### config.mk
export PLATFORM = sky130hd
export DESIGN_NAME = nth_root_newton_core
export DESIGN_NICKNAME = d
export VERILOG_FILES = /design/src/sv/nrn_pkg.sv /design/src/sv/nth_root_newton_core.sv
export VERILOG_INCLUDE_DIRS = /design/src /design/src/sv
export SDC_FILE = /design/constraint.sdc
export NUM_CORES = 2
export LEC_CHECK = 0
export BUFFER_PORTS_ARGS = -buffer_cell sky130_fd_sc_hd__buf_4
export CAP_MARGIN = 15
export CORE_UTILIZATION = 45
export DETAILED_ROUTE_END_ITERATION = 10
export GPL_ROUTABILITY_DRIVEN = 0
export PLACE_DENSITY = 0.68
export SLEW_MARGIN = 20
export SYNTH_ARGS = -nofsm -noshare
export SYNTH_HDL_FRONTEND = slang
export SYNTH_SLANG_ARGS = --single-unit
### constraint.sdc
create_clock -name i_clk -period 11.6 [get_ports i_clk]
set_input_delay 1.74 -clock i_clk [delete_from_list [all_inputs] [get_ports i_clk]]
set_output_delay 1.74 -clock i_clk [all_outputs]
set_load 0.02 [all_outputs]
### src/sv/nth_root_newton_core_defines.svh
// Assertion macros shared by the RTL of the n-th root core.
// Each macro places a labeled concurrent assertion clocked on the rising edge
// and disabled while the synchronous reset is asserted.
`ifndef NTH_ROOT_NEWTON_CORE_DEFINES_SVH
`define NTH_ROOT_NEWTON_CORE_DEFINES_SVH

`ifndef SYNTHESIS
`define NRN_ASSERT(label, clk, rst_n, prop, msg) \
    label: assert property (@(posedge clk) disable iff (!rst_n) (prop)) else $error(msg);
`define NRN_ASSERT_IMP(label, clk, rst_n, ante, cons, msg) \
    label: assert property (@(posedge clk) disable iff (!rst_n) (ante) |-> (cons)) \
        else $error(msg);
`define NRN_ASSERT_NEXT(label, clk, rst_n, ante, cons, msg) \
    label: assert property (@(posedge clk) disable iff (!rst_n) (ante) |=> (cons)) \
        else $error(msg);
`else
`define NRN_ASSERT(label, clk, rst_n, prop, msg)
`define NRN_ASSERT_IMP(label, clk, rst_n, ante, cons, msg)
`define NRN_ASSERT_NEXT(label, clk, rst_n, ante, cons, msg)
`endif

`endif

### src/sv/nrn_pkg.sv
`timescale 1ns / 1ps

package nrn_pkg;

    // Width of the saturating intermediates (power and quotient).
    localparam int PW = 62;
    localparam logic [PW-1:0] WIDE_CAP = {PW{1'b1}};

    // Slice of the estimate consumed by the multiplier per pass.
    localparam int MUL_CW = 16;

    // Configuration register map.
    localparam int CFG_AW = 1;
    localparam logic [CFG_AW-1:0] CFG_TOL  = 1'b0;
    localparam logic [CFG_AW-1:0] CFG_ITER = 1'b1;

    localparam logic [15:0] TOL_RST  = 16'd66;
    localparam logic [7:0]  ITER_RST = 8'd64;

    typedef enum logic [3:0] {
        S_IDLE,
        S_BITS,
        S_EXP,
        S_MUL_P,
        S_MUL_A,
        S_QSETUP,
        S_QDIV,
        S_SCALE,
        S_SUM,
        S_NDIV,
        S_UPDATE
    } t_state;

endpackage

### src/sv/nth_root_newton_core.sv
`timescale 1ns / 1ps

// N-th root core: a request carries an unsigned 31-bit radicand and a degree;
// the core returns the degree-th root in unsigned fixed point with FRAC_BITS
// fraction bits, the number of Newton steps taken and a flag that is set when
// the iteration cap stopped the search before the tolerance was met. A request
// is taken on a rising edge with start high and busy low. Its result appears on
// the o_ result ports for exactly one cycle, marked by o_done, and must be
// captured then: the receiver has no way to stall the core. A zero radicand
// returns zero in the next cycle without raising busy. Otherwise the
// core stays busy for the whole computation, which runs on one shared
// 62x16 multiplier and one shared radix-2 restoring divider under a small
// sequencer. It first counts the bits of the radicand and forms the start
// exponent ceil(bits(a)/n), then runs Newton steps; each step makes n - 1
// multiplies by the estimate, in NCH = ceil((32 + FRAC_BITS) / 16) slices
// each, and two divider passes, which take most of the time of a step.
// The two configuration registers should only be written while busy is low.

`include "nth_root_newton_core_defines.svh"

module nth_root_newton_core
    import nrn_pkg::*;
#(
    parameter int MAX_DEGREE = 16,
    parameter int FRAC_BITS  = 16
) (
    input  logic              i_clk,
    input  logic              i_rst_n,
    // Request channel.
    input  logic              start,
    output logic              busy,
    input  logic [30:0]       i_radicand,
    input  logic [4:0]        i_degree,
    // Configuration write port.
    input  logic              i_cfg_we,
    input  logic [CFG_AW-1:0] i_cfg_addr,
    input  logic [15:0]       i_cfg_wdata,
    // Result channel.
    output logic              o_done,
    output logic [31:0]       o_root_value,
    output logic [7:0]        o_steps_used,
    output logic              o_hit_limit
);

    // Estimate width: holds the cap 2^(31+FRAC_BITS).
    localparam int XW   = 32 + FRAC_BITS;
    // Degree register width.
    localparam int NW   = $clog2(MAX_DEGREE + 1);
    // Multiplier passes over the estimate.
    localparam int NCH  = (XW + MUL_CW - 1) / MUL_CW;
    localparam int MXW  = NCH * MUL_CW;
    localparam int CCW  = $clog2(NCH + 1);
    // Width of (n-1)*x + q.
    localparam int SW0  = (XW + NW > PW) ? XW + NW : PW;
    localparam int SW   = SW0 + 1;
    // Divider dividend width covers both a << 2F and the Newton sum.
    localparam int QIN  = 31 + 2 * FRAC_BITS;
    localparam int DVW  = (QIN > SW) ? QIN : SW;
    localparam int DCW  = $clog2(DVW + 1);
    // Accumulator for ceil(bits/n).
    localparam int EAW  = $clog2(31 + MAX_DEGREE + 1);
    localparam int ACW  = 64 + MUL_CW + 1;

    localparam logic [PW-1:0] ONE_P  = PW'(1) << FRAC_BITS;
    localparam logic [PW-1:0] XCAP_P = PW'(1) << (31 + FRAC_BITS);

    t_state r_state, n_state;

    // Configuration registers.
    logic [15:0] r_tol;
    logic [7:0]  r_max_iter;

    // Datapath registers.
    logic [30:0]         r_a,     n_a;
    logic [30:0]         r_sh,    n_sh;
    logic [4:0]          r_bits,  n_bits;
    logic [EAW-1:0]      r_eacc,  n_eacc;
    logic [4:0]          r_e,     n_e;
    logic [NW-1:0]       r_n,     n_n;
    logic [NW-1:0]       r_k,     n_k;
    logic [XW-1:0]       r_x,     n_x;
    logic [PW-1:0]       r_p,     n_p;
    logic [MXW-1:0]      r_mx,    n_mx;
    logic [PW+MUL_CW-1:0] r_prod, n_prod;
    logic [63:0]         r_acc,   n_acc;
    logic                r_ovf,   n_ovf;
    logic [CCW-1:0]      r_ccnt,  n_ccnt;
    logic [DVW-1:0]      r_dvd,   n_dvd;
    logic [PW-1:0]       r_dsor,  n_dsor;
    logic [PW-1:0]       r_rem,   n_rem;
    logic [PW-1:0]       r_quo,   n_quo;
    logic                r_sat,   n_sat;
    logic [DCW-1:0]      r_dcnt,  n_dcnt;
    logic [PW-1:0]       r_q,     n_q;
    logic [SW-1:0]       r_sum,   n_sum;
    logic [7:0]          r_steps, n_steps;

    // Result registers.
    logic        r_done,       n_done;
    logic [31:0] r_root_value, n_root_value;
    logic [7:0]  r_steps_out,  n_steps_out;
    logic        r_hit,        n_hit;

    // Combinational helpers.
    logic [NW-1:0]       deg_eff;
    logic [7:0]          iter_cap;
    logic                start_pow;
    logic [ACW-1:0]      ma_sum;
    logic                ma_ovf;
    logic [63:0]         ma_acc;
    logic [PW-1:0]       ma_p;
    logic [PW:0]         d_rs;
    logic                d_sat;
    logic [PW-1:0]       d_qs;
    logic                d_ge;
    logic [PW-1:0]       d_rem;
    logic [PW-1:0]       d_quo;
    logic [XW+NW-1:0]    scale_prod;
    logic [SW-1:0]       nsum;
    logic [XW-1:0]       xn;
    logic [XW-1:0]       delta;
    logic [7:0]          steps_inc;

    assign busy         = (r_state != S_IDLE);
    assign o_done       = r_done;
    assign o_root_value = r_root_value;
    assign o_steps_used = r_steps_out;
    assign o_hit_limit  = r_hit;

    // A degree of zero counts as one; degrees above the supported maximum
    // are clamped to it.
    always_comb begin
        if (i_degree == 5'd0) begin
            deg_eff = NW'(1);
        end else if (int'(i_degree) > MAX_DEGREE) begin
            deg_eff = NW'(MAX_DEGREE);
        end else begin
            deg_eff = NW'(i_degree);
        end
    end

    // An iteration cap of zero behaves as a cap of one.
    assign iter_cap = (r_max_iter == 8'd0) ? 8'd1 : r_max_iter;

    // Multiplier accumulate: acc = acc * 2^16 + p * slice. The running value
    // only grows, so once it leaves 64 bits the product is known to saturate.
    assign ma_sum = {1'b0, r_acc, {MUL_CW{1'b0}}} + ACW'(r_prod);
    assign ma_ovf = r_ovf | (|ma_sum[ACW-1:64]);
    assign ma_acc = ma_sum[63:0];
    assign ma_p   = ma_ovf ? WIDE_CAP : PW'(ma_acc >> FRAC_BITS);

    // One restoring divider step. The quotient saturation mirrors the
    // behavior of a quotient register that stops shifting once it would
    // pass 62 bits.
    assign d_rs  = {r_rem, r_dvd[DVW-1]};
    assign d_sat = r_sat | r_quo[PW-1];
    assign d_qs  = d_sat ? r_quo : {r_quo[PW-2:0], 1'b0};
    assign d_ge  = (d_rs >= {1'b0, r_dsor});
    assign d_rem = d_ge ? PW'(d_rs - {1'b0, r_dsor}) : d_rs[PW-1:0];
    assign d_quo = d_qs | PW'(d_ge && !d_sat);

    // Newton update pieces.
    assign scale_prod = r_x * (r_n - NW'(1));
    assign nsum       = r_sum + SW'(r_q);
    assign xn         = (r_q > XCAP_P) ? XCAP_P[XW-1:0] : r_q[XW-1:0];
    assign delta      = (xn > r_x) ? (xn - r_x) : (r_x - xn);
    assign steps_inc  = r_steps + 8'd1;

    // State register.
    always_ff @(posedge i_clk) begin
        if (!i_rst_n) begin
            r_state <= S_IDLE;
        end else begin
            r_state <= n_state;
        end
    end

    // Configuration registers.
    always_ff @(posedge i_clk) begin
        if (!i_rst_n) begin
            r_tol      <= TOL_RST;
            r_max_iter <= ITER_RST;
        end else if (i_cfg_we) begin
            unique case (i_cfg_addr)
                CFG_TOL:  r_tol      <= i_cfg_wdata;
                CFG_ITER: r_max_iter <= i_cfg_wdata[7:0];
                default:  ;
            endcase
        end
    end

    // Result strobe is control; the payload carries no reset.
    always_ff @(posedge i_clk) begin
        if (!i_rst_n) begin
            r_done <= 1'b0;
        end else begin
            r_done <= n_done;
        end
    end

    always_ff @(posedge i_clk) begin
        r_root_value <= n_root_value;
        r_steps_out  <= n_steps_out;
        r_hit        <= n_hit;
        r_a     <= n_a;
        r_sh    <= n_sh;
        r_bits  <= n_bits;
        r_eacc  <= n_eacc;
        r_e     <= n_e;
        r_n     <= n_n;
        r_k     <= n_k;
        r_x     <= n_x;
        r_p     <= n_p;
        r_mx    <= n_mx;
        r_prod  <= n_prod;
        r_acc   <= n_acc;
        r_ovf   <= n_ovf;
        r_ccnt  <= n_ccnt;
        r_dvd   <= n_dvd;
        r_dsor  <= n_dsor;
        r_rem   <= n_rem;
        r_quo   <= n_quo;
        r_sat   <= n_sat;
        r_dcnt  <= n_dcnt;
        r_q     <= n_q;
        r_sum   <= n_sum;
        r_steps <= n_steps;
    end

    // Sequencer: next state, datapath loads and the result strobe.
    always_comb begin
        n_state      = r_state;
        n_done       = 1'b0;
        n_root_value = r_root_value;
        n_steps_out  = r_steps_out;
        n_hit        = r_hit;
        n_a     = r_a;
        n_sh    = r_sh;
        n_bits  = r_bits;
        n_eacc  = r_eacc;
        n_e     = r_e;
        n_n     = r_n;
        n_k     = r_k;
        n_x     = r_x;
        n_p     = r_p;
        n_mx    = r_mx;
        n_prod  = r_prod;
        n_acc   = r_acc;
        n_ovf   = r_ovf;
        n_ccnt  = r_ccnt;
        n_dvd   = r_dvd;
        n_dsor  = r_dsor;
        n_rem   = r_rem;
        n_quo   = r_quo;
        n_sat   = r_sat;
        n_dcnt  = r_dcnt;
        n_q     = r_q;
        n_sum   = r_sum;
        n_steps = r_steps;
        start_pow = 1'b0;

        unique case (r_state)
            S_IDLE: begin
                if (start) begin
                    if (i_radicand == 31'd0) begin
                        // A zero radicand answers at once with no iteration.
                        n_done       = 1'b1;
                        n_root_value = 32'd0;
                        n_steps_out  = 8'd0;
                        n_hit        = 1'b0;
                    end else begin
                        n_a     = i_radicand;
                        n_sh    = i_radicand;
                        n_bits  = 5'd0;
                        n_n     = deg_eff;
                        n_steps = 8'd0;
                        n_state = S_BITS;
                    end
                end
            end

            S_BITS: begin
                // Count the significant bits of the radicand.
                if (r_sh != 31'd0) begin
                    n_sh   = r_sh >> 1;
                    n_bits = r_bits + 5'd1;
                end else begin
                    n_eacc  = '0;
                    n_e     = 5'd0;
                    n_state = S_EXP;
                end
            end

            S_EXP: begin
                // e = ceil(bits / n) by repeated addition of n.
                if (EAW'(r_bits) > r_eacc) begin
                    n_eacc = r_eacc + EAW'(r_n);
                    n_e    = r_e + 5'd1;
                end else begin
                    n_x       = XW'(1) << (int'(r_e) + FRAC_BITS);
                    start_pow = 1'b1;
                end
            end

            S_MUL_P: begin
                n_prod  = r_p * r_mx[MXW-1 -: MUL_CW];
                n_mx    = r_mx << MUL_CW;
                n_state = S_MUL_A;
            end

            S_MUL_A: begin
                n_acc  = ma_acc;
                n_ovf  = ma_ovf;
                n_ccnt = r_ccnt - CCW'(1);
                if (r_ccnt == CCW'(1)) begin
                    n_p = ma_p;
                    if (r_k == NW'(1)) begin
                        n_state = S_QSETUP;
                    end else begin
                        n_k     = r_k - NW'(1);
                        n_mx    = MXW'(r_x);
                        n_acc   = '0;
                        n_ovf   = 1'b0;
                        n_ccnt  = CCW'(NCH);
                        n_state = S_MUL_P;
                    end
                end else begin
                    n_state = S_MUL_P;
                end
            end

            S_QSETUP: begin
                // A zero power reads as a saturated quotient.
                if (r_p == '0) begin
                    n_q     = WIDE_CAP;
                    n_state = S_SCALE;
                end else begin
                    n_dvd   = DVW'(r_a) << (2 * FRAC_BITS);
                    n_dsor  = r_p;
                    n_rem   = '0;
                    n_quo   = '0;
                    n_sat   = 1'b0;
                    n_dcnt  = DCW'(DVW);
                    n_state = S_QDIV;
                end
            end

            S_QDIV: begin
                n_dvd  = r_dvd << 1;
                n_rem  = d_rem;
                n_quo  = d_quo;
                n_sat  = d_sat;
                n_dcnt = r_dcnt - DCW'(1);
                if (r_dcnt == DCW'(1)) begin
                    n_q     = d_sat ? WIDE_CAP : d_quo;
                    n_state = S_SCALE;
                end
            end

            S_SCALE: begin
                n_sum   = SW'(scale_prod);
                n_state = S_SUM;
            end

            S_SUM: begin
                // Divide (n-1)*x + q by n on the same divider.
                n_dvd   = DVW'(nsum);
                n_dsor  = PW'(r_n);
                n_rem   = '0;
                n_quo   = '0;
                n_sat   = 1'b0;
                n_dcnt  = DCW'(DVW);
                n_state = S_NDIV;
            end

            S_NDIV: begin
                n_dvd  = r_dvd << 1;
                n_rem  = d_rem;
                n_quo  = d_quo;
                n_sat  = d_sat;
                n_dcnt = r_dcnt - DCW'(1);
                if (r_dcnt == DCW'(1)) begin
                    n_q     = d_quo;
                    n_state = S_UPDATE;
                end
            end

            S_UPDATE: begin
                n_x     = xn;
                n_steps = steps_inc;
                if (delta <= XW'(r_tol) || steps_inc >= iter_cap) begin
                    n_done       = 1'b1;
                    n_root_value = (|xn[XW-1:32]) ? 32'hFFFF_FFFF : xn[31:0];
                    n_steps_out  = steps_inc;
                    n_hit        = !(delta <= XW'(r_tol));
                    n_state      = S_IDLE;
                end else begin
                    start_pow = 1'b1;
                end
            end

            default: begin
                n_state = S_IDLE;
            end
        endcase

        // Begin a Newton step: p = 1.0, then n-1 multiplies by the estimate.
        if (start_pow) begin
            n_p    = ONE_P;
            n_k    = r_n - NW'(1);
            n_mx   = MXW'(n_x);
            n_acc  = '0;
            n_ovf  = 1'b0;
            n_ccnt = CCW'(NCH);
            if (r_n == NW'(1)) begin
                n_state = S_QSETUP;
            end else begin
                n_state = S_MUL_P;
            end
        end
    end

    // A result is always delivered with the sequencer back at rest.
    `NRN_ASSERT_IMP(a_done_idle, i_clk, i_rst_n, o_done, !busy, "result while busy")
    // A nonzero radicand makes the core busy on the next cycle.
    `NRN_ASSERT_NEXT(a_busy_after_req, i_clk, i_rst_n,
        start && !busy && (i_radicand != 31'd0), busy, "request did not start")
    // Only the zero radicand finishes with no Newton step.
    `NRN_ASSERT_IMP(a_zero_steps, i_clk, i_rst_n, o_done && (o_steps_used == 8'd0),
        (o_root_value == 32'd0) && !o_hit_limit, "zero steps with nonzero result")
    // The divider never runs with an exhausted bit counter.
    `NRN_ASSERT_IMP(a_div_count, i_clk, i_rst_n,
        (r_state == S_QDIV) || (r_state == S_NDIV), r_dcnt != '0, "divider count ran out")
    // The division by the degree can never saturate its quotient.
    `NRN_ASSERT_IMP(a_ndiv_nosat, i_clk, i_rst_n, r_state == S_NDIV, !r_sat,
        "degree division saturated")

endmodule

Word-level counts from Yosys, hierarchy flattened
Index checks and enable logic that the tools add are counted.

word-level totals
  input port bits = 57
  output and inout bits = 43
  latch bits = 0
  RAM bits = 0
  memory bits (read-only) = 0
  memories = 0
  register bits after elaboration = 840
  word-level logic and storage cells = 222

cells by class
  $lt $le $gt $ge = 7
  eq/ne operators = 35
  mux-type cells = 88
  bitwise operators = 5
  add/sub/neg operators = 15
  shift operators = 1
  multipliers = 2
  div/mod/pow operators = 0
  reductions and logical operators = 38

operators with widths
  cell                    number
  $mux W62                9
  $pmux W62 S3            3
  $mux W48                6
  $pmux W48 S2            2
  $pmux W63 S3            1
  $mux W32                4
  $mux W64                2
  $pmux W62 S2            1
  $sub A48 B48 Y48        2
  $mux W31                3
  $add A80 B78 Y81        1
  $mul A62 B16 Y78        1
  $pmux W32 S2            1
  $add A53 B62 Y63        1
  $ge A63 B62 Y1          1
  $mux W63                1
  $gt A62 B48 Y1 const B  1
  $logic_not A62 Y1       1
  $or A62 B1 Y62          1
  $pmux W31 S2            1
  $sub A62 B62 Y62        1
  $mul A49 B6 Y53         1
  $mux W5                 10
  $gt A48 B48 Y1          1
  55 further kinds        135

Depth between registers and ports, before layout
  depth in word-level cells = 10
  mapped depth = 41
  mapped depth without buffers = 34

Least setup slack after synthesis
Ideal clock, no wire load.

  kind = reg-to-reg
  from = register r_q[1]
  to = register r_mx[0], enable pin
  data arrival time = 8476 ps
  path buffers = 8
  period minus slack after synthesis = 9178 ps
  data required time = 10898 ps
  stages on the path, launching flop included = 40
  library setup time = 702 ps
  setup slack = 2422 ps
  cells stage by stage = edfxtp_1 -> nor4_1 -> nand4_1 -> or3_1 -> a21oi_1 -> clkbuf_1 -> nand2_1 -> inv_1 -> ha_1 -> buf_4 -> nand4_1 -> or3_4 -> nor3_2 -> and4_1 -> a31oi_1 -> a21oi_1 -> buf_4 -> buf_4 -> [... 4 more ...] -> xor2_1 -> ha_1 -> and4_1 -> nand2_1 -> o221ai_1 -> a211o_1 -> o31ai_1 -> o211ai_1 -> nor4_1 -> nand4_1 -> o2bb2a_1 -> and4b_1 -> a31oi_1 -> buf_4 -> nor2_8 -> buf_6 -> buf_6 -> nand3b_1

on the way
  longest elaborated chain between the ends = 10
  elaborated cells on any way between the ends = 14
  classes of those cells = 2 x add/sub; 3 x order compare; 2 x eq/ne; 4 x mux; 3 x reduce/logical

RTL lines
  what                                                                 line                         text
  start: declaration                                                   nth_root_newton_core.sv:94   logic [PW-1:0] r_q, n_q;
  start signal: assignment                                             nth_root_newton_core.sv:225  r_q <= n_q;
  $gt A62 B48 Y1                                                       nth_root_newton_core.sv:165  assign xn = (r_q > XCAP_P) ? XCAP_P[XW-1:0] : r_q[XW-1:0];
  $mux W48 *                                                           nth_root_newton_core.sv:165
  $sub A48 B48 Y48 or $gt A48 B48 Y1 (tied branches)                   nth_root_newton_core.sv:166  assign delta = (xn > r_x) ? (xn - r_x) : (r_x - xn);
  $mux W48 *                                                           nth_root_newton_core.sv:166
  $le A48 B16 Y1 *                                                     nth_root_newton_core.sv:391  if (delta <= XW'(r_tol) || steps_inc >= iter_cap) begin
  $logic_or A1 B1 Y1 *                                                 nth_root_newton_core.sv:391
  $mux W1 *                                                            nth_root_newton_core.sv:391
  $pmux W1 S2 *                                                        nth_root_newton_core.sv:262  unique case (r_state)
  $ne A3 B3 Y1 (no source line) or $reduce_bool A3 Y1 (tied branches)  -
  $reduce_and A3 Y1 (no source line) *                                 -
  end signal: assignment                                               nth_root_newton_core.sv:214  r_mx <= n_mx;
  end: declaration                                                     nth_root_newton_core.sv:83   logic [MXW-1:0] r_mx, n_mx;

Every way passes the cells marked *; elsewhere a longest branch is shown, timed or not.
A chain may end at the register's enable or synchronous reset.

Final worst setup path
  from = register r_q[2]
  to = register r_mx[2], enable pin

Same word-level chain as after synthesis.

==> results.yml <==
run_status:
  status: "finished clean"
sta:
  rsz0062_at_grt: "false"
  finalHoldViolations: 0
  setup_viol: 0
  worstMarginPinSlew_ns: 1.26
  finalClockSkew_ns: 0.0503
  fmax_mhz: 98.1
  maxSlewHeadroom_pct: 15.7
  period_needed_ns: 10.19
  post-route-period-util_pct: 87.9
  slew_viol_final: 0
  setup_tns_ns: 0
grt:
  grt_pass1_vias: 68351
  grt_pass1_wl_um: 403000
  gr-total-overflow: 0
  grt_max_degree: 80
  antenna_found_initial: 19
  track_usage_pct: 27.8
power_and_ir_drop:
  seqPwrFrac_pct: 23.4
  switching_share_pct: 47.8
  ir_drop_mv: 0.162
  leakage_nw: 38.8
  combinationalPowerShare_pct: 59.6
  power_density_mw_per_mm2: 206
  p_clk_share_pct: 17.0
  net-switching-power_w: 0.00889
  intPower_w: 0.00972
worst_setup_path:
  r2r_slack_ns: 1.41
  reg2reg_depth: 31
  critPathMaxFanout: 48
  crit_arrival_ns: 10.57
  crit_path_start_kind: "flip-flop"
  path_depth: 31
  r2r-end: "r_mx[2]$_DFFE_PP_"
  worst_path_max_delay_cell: "a21oi_4"
  endpoint_kind: "flip-flop"
  path_delay_family: "compound AO/OA/AOI/OAI gates"
  worst_ep_required_time_ns: 11.97
  critPathMaxStageDelay_ns: 0.74
  r2r-start: "r_q[2]$_DFFE_PP_"
  cp_num_buf_inv: 4
  path_class: "flip-flop to flip-flop"
finish:
  finish.utilization_pct: 48.7
  fin_nets: 10468
  regArea_mm2: 0.0225
  syn_to_final_growth_pct: 7.38
  multiInputGateArea_mm2: 0.0560
  nFillCells: 17034
  layout-drive-gt1-share_pct: 5.28
clocking:
  cts_tree: "yes"
  cts.sinks: 814
  cts_setup_buffers: 0
  worstSkewPairLatency_ns: 0.76
  numCtsBuffers: 91
  htree_levels: 3
  ctsResizeCount: 0
  ctsHoldBuffers: 0
  clockBufferDepth: 3
  cts.clk_slew.worst_paths_ns: 0.06
  root_buffer: "clkbuf_16"
route:
  post_drt_wl_per_cell_um: 22.8
  dr_total_vias: 67822
  drc: 0
  wl_um: 261000
  ant_nets: 0
  viasPerCell: 5.92
  dr.pass1.iters: 6
  drt-initial-drc-count: 6842
hold_path:
  whs_path_depth: 2
  hp-start: "r_tol[11]$_SDFFE_PN0P_"
  min_to: "r_tol[11]$_SDFFE_PN0P_"
  min_path_type: "flip-flop to flip-flop"
logic_synthesis:
  async_reset_ff_share_pct: 0
  ys_warn_count: 0
  ys_types: 95
  syn-num-nets: 10664
  ys_ff_latch: 814
  synth_ff_type: "edfxtp_1"
  synthCells: 9073
  synth.avg_cell_area_um2: 9.28
  ys_seq_area_share_pct: 26.7
  synth-edff-count: 621
  netlist_area_mm2: 0.0842
floorplanning:
  die_w_um: 435
  rows: 158
  ios: 100
  start_util_pct: 45.4
  design.core.area_mm2: 0.186
  die_y_um: 435
  die_area_mm2: 0.189
placement:
  port-buffer-count: 99
  dp_hpwl_um: 205000
flow_run:
  cap_violations: 0
[cell families after synthesis]
kind of cell | count (synthesis) | synth area share, %
xor gates and xnor gates | 365 | 3.80
DFF | 814 | 26.7
muxes | 163 | 2.00
buffers and inverters | 1562 | 7.08
and+or+nand+nor | 2882 | 15.6
adders and majority gates | 1534 | 31.3
AOI/OAI and AO/OA | 1753 | 13.5
[worst reg2reg max path: cells and delay by family (launching register included)]
| kind | cells | cell delay (ns) |
|---|---|---|
| fa+ha+maj | 2 | 0.72 |
| simple gates | 12 | 3.43 |
| xor+xnor | 1 | 0.09 |
| compound gates | 12 | 3.85 |
| buf+inv | 4 | 1.26 |
| flops | 1 | 0.42 |
[worst max-delay path by stage]
stage,startpoint,end,slack (ns)
after floorplan,r_q[1]$_DFFE_PP_,r_mx[0]$_DFFE_PP_,2.42
after global placement,r_q[0]$_DFFE_PP_,r_mx[0]$_DFFE_PP_,1.88
after detailed placement,r_q[0]$_DFFE_PP_,r_mx[10]$_DFFE_PP_,1.68
after CTS,r_q[2]$_DFFE_PP_,r_mx[18]$_DFFE_PP_,1.65
after global routing,r_q[0]$_DFFE_PP_,r_mx[4]$_DFFE_PP_,1.04
final,r_q[2]$_DFFE_PP_,r_mx[2]$_DFFE_PP_,1.41
[Yosys cell counts (82+ instances only)]
library cell / n / share of area (%)
clkbuf_1: 440 / 2.0
ha_1: 582 / 8.6
and2_1: 287 / 2.1
mux2i_1: 124 / 1.5
a22oi_1: 106 / 0.95
nand4_1: 82 / 0.61
a21oi_1: 508 / 3.0
inv_1: 1072 / 4.8
dfxtp_1: 193 / 4.6
xor2_1: 142 / 1.5
edfxtp_1: 621 / 22
a21o_1: 237 / 2.1
nand2_1: 1388 / 6.2
o21ai_0: 359 / 2.1
nor2_1: 527 / 2.3
nand3_1: 143 / 0.85
fa_1: 952 / 23
xnor2_1: 223 / 2.3
nand2b_1: 105 / 0.78
[area by class of cell]
class | count | share of cell area [%]
diodes | 15 | 0.0415
well taps | 2480 | 3.43
flip-flops and latches | 814 | 24.9
repair buffers | 200 | 1.73
multi-input cells | 6697 | 61.9
inverters | 1073 | 4.46
clock inverters | 49 | 0.678
clock buffers | 121 | 2.86
[flip-flops by register name, indices dropped and copies added, names as in the netlist, 48 cells and up]
signal  cells
r_p        49
r_x        48
r_acc      64
r_q        62
r_quo      62
r_dsor     49
r_prod     78
r_rem      62
r_dvd      63
r_sum      53
r_mx       48
[power by group through the flow]
stage               registers, W  logic (W)  clock network [W]
finish                   0.00436     0.0111            0.00316
CTS                      0.00433     0.0109            0.00320
global placement         0.00438     0.0106                  0
global route             0.00438     0.0121            0.00329
detailed placement       0.00439     0.0108                  0
floorplan                0.00404    0.00787                  0
[routing by layer]
| metal | global-route usage, % | part of all wire, % |
|---|---|---|
| met5 | 0 | 0.0073 |
| met4 | 19.5 | 8.2 |
| met3 | 5.23 | 8.6 |
| met2 | 43.8 | 45 |
| met1 | 34.4 | 38 |
[metrics by stage]
| step | hold WS [ns] | instances | power [W] | instance area [um^2] | worst slack [ns] |
|---|---|---|---|---|---|
| finish | 0.459 | 11449 | 0.0186 | 90400 | 1.41 |
| global route | 0.478 | 11448 | 0.0198 | 90400 | 1.04 |
| CTS | 0.458 | 11433 | 0.0184 | 90300 | 1.65 |
| detailed placement | 0.449 | 11263 | 0.0151 | 87100 | 1.68 |
| global placement | 0.446 | 11261 | 0.0150 | 87100 | 1.88 |
| floorplan | 0.436 | 9073 | 0.0119 | 84200 | 2.42 |
[placed cells by master (no fill, tap or decap), types with 24 or more instances in the layout]
master,netlist,layout
clkbuf_16,0,96
xnor2_1,223,222
nor4_1,60,60
a21o_1,237,237
nand2_1,1388,1385
nor3b_1,25,24
nand4_1,82,82
edfxtp_1,621,621
ha_1,582,582
nor2b_1,49,48
o21ai_0,359,353
a211oi_1,59,59
nor2_1,527,521
o21bai_1,66,66
xor2_1,142,140
nand3_1,143,142
o21a_1,45,45
buf_4,8,195
nor3_1,74,71
a22oi_1,106,106
fa_1,952,952
dfxtp_1,193,191
and3_1,49,48
o31ai_1,26,26
and2_1,287,285
a21oi_1,508,505
inv_1,1072,1072
nand2b_1,105,105
mux2_2,24,24
o211ai_1,40,40
a31oi_1,47,46
a22o_1,24,24
mux2i_1,124,124
Power figures use the tool's default switching activity.
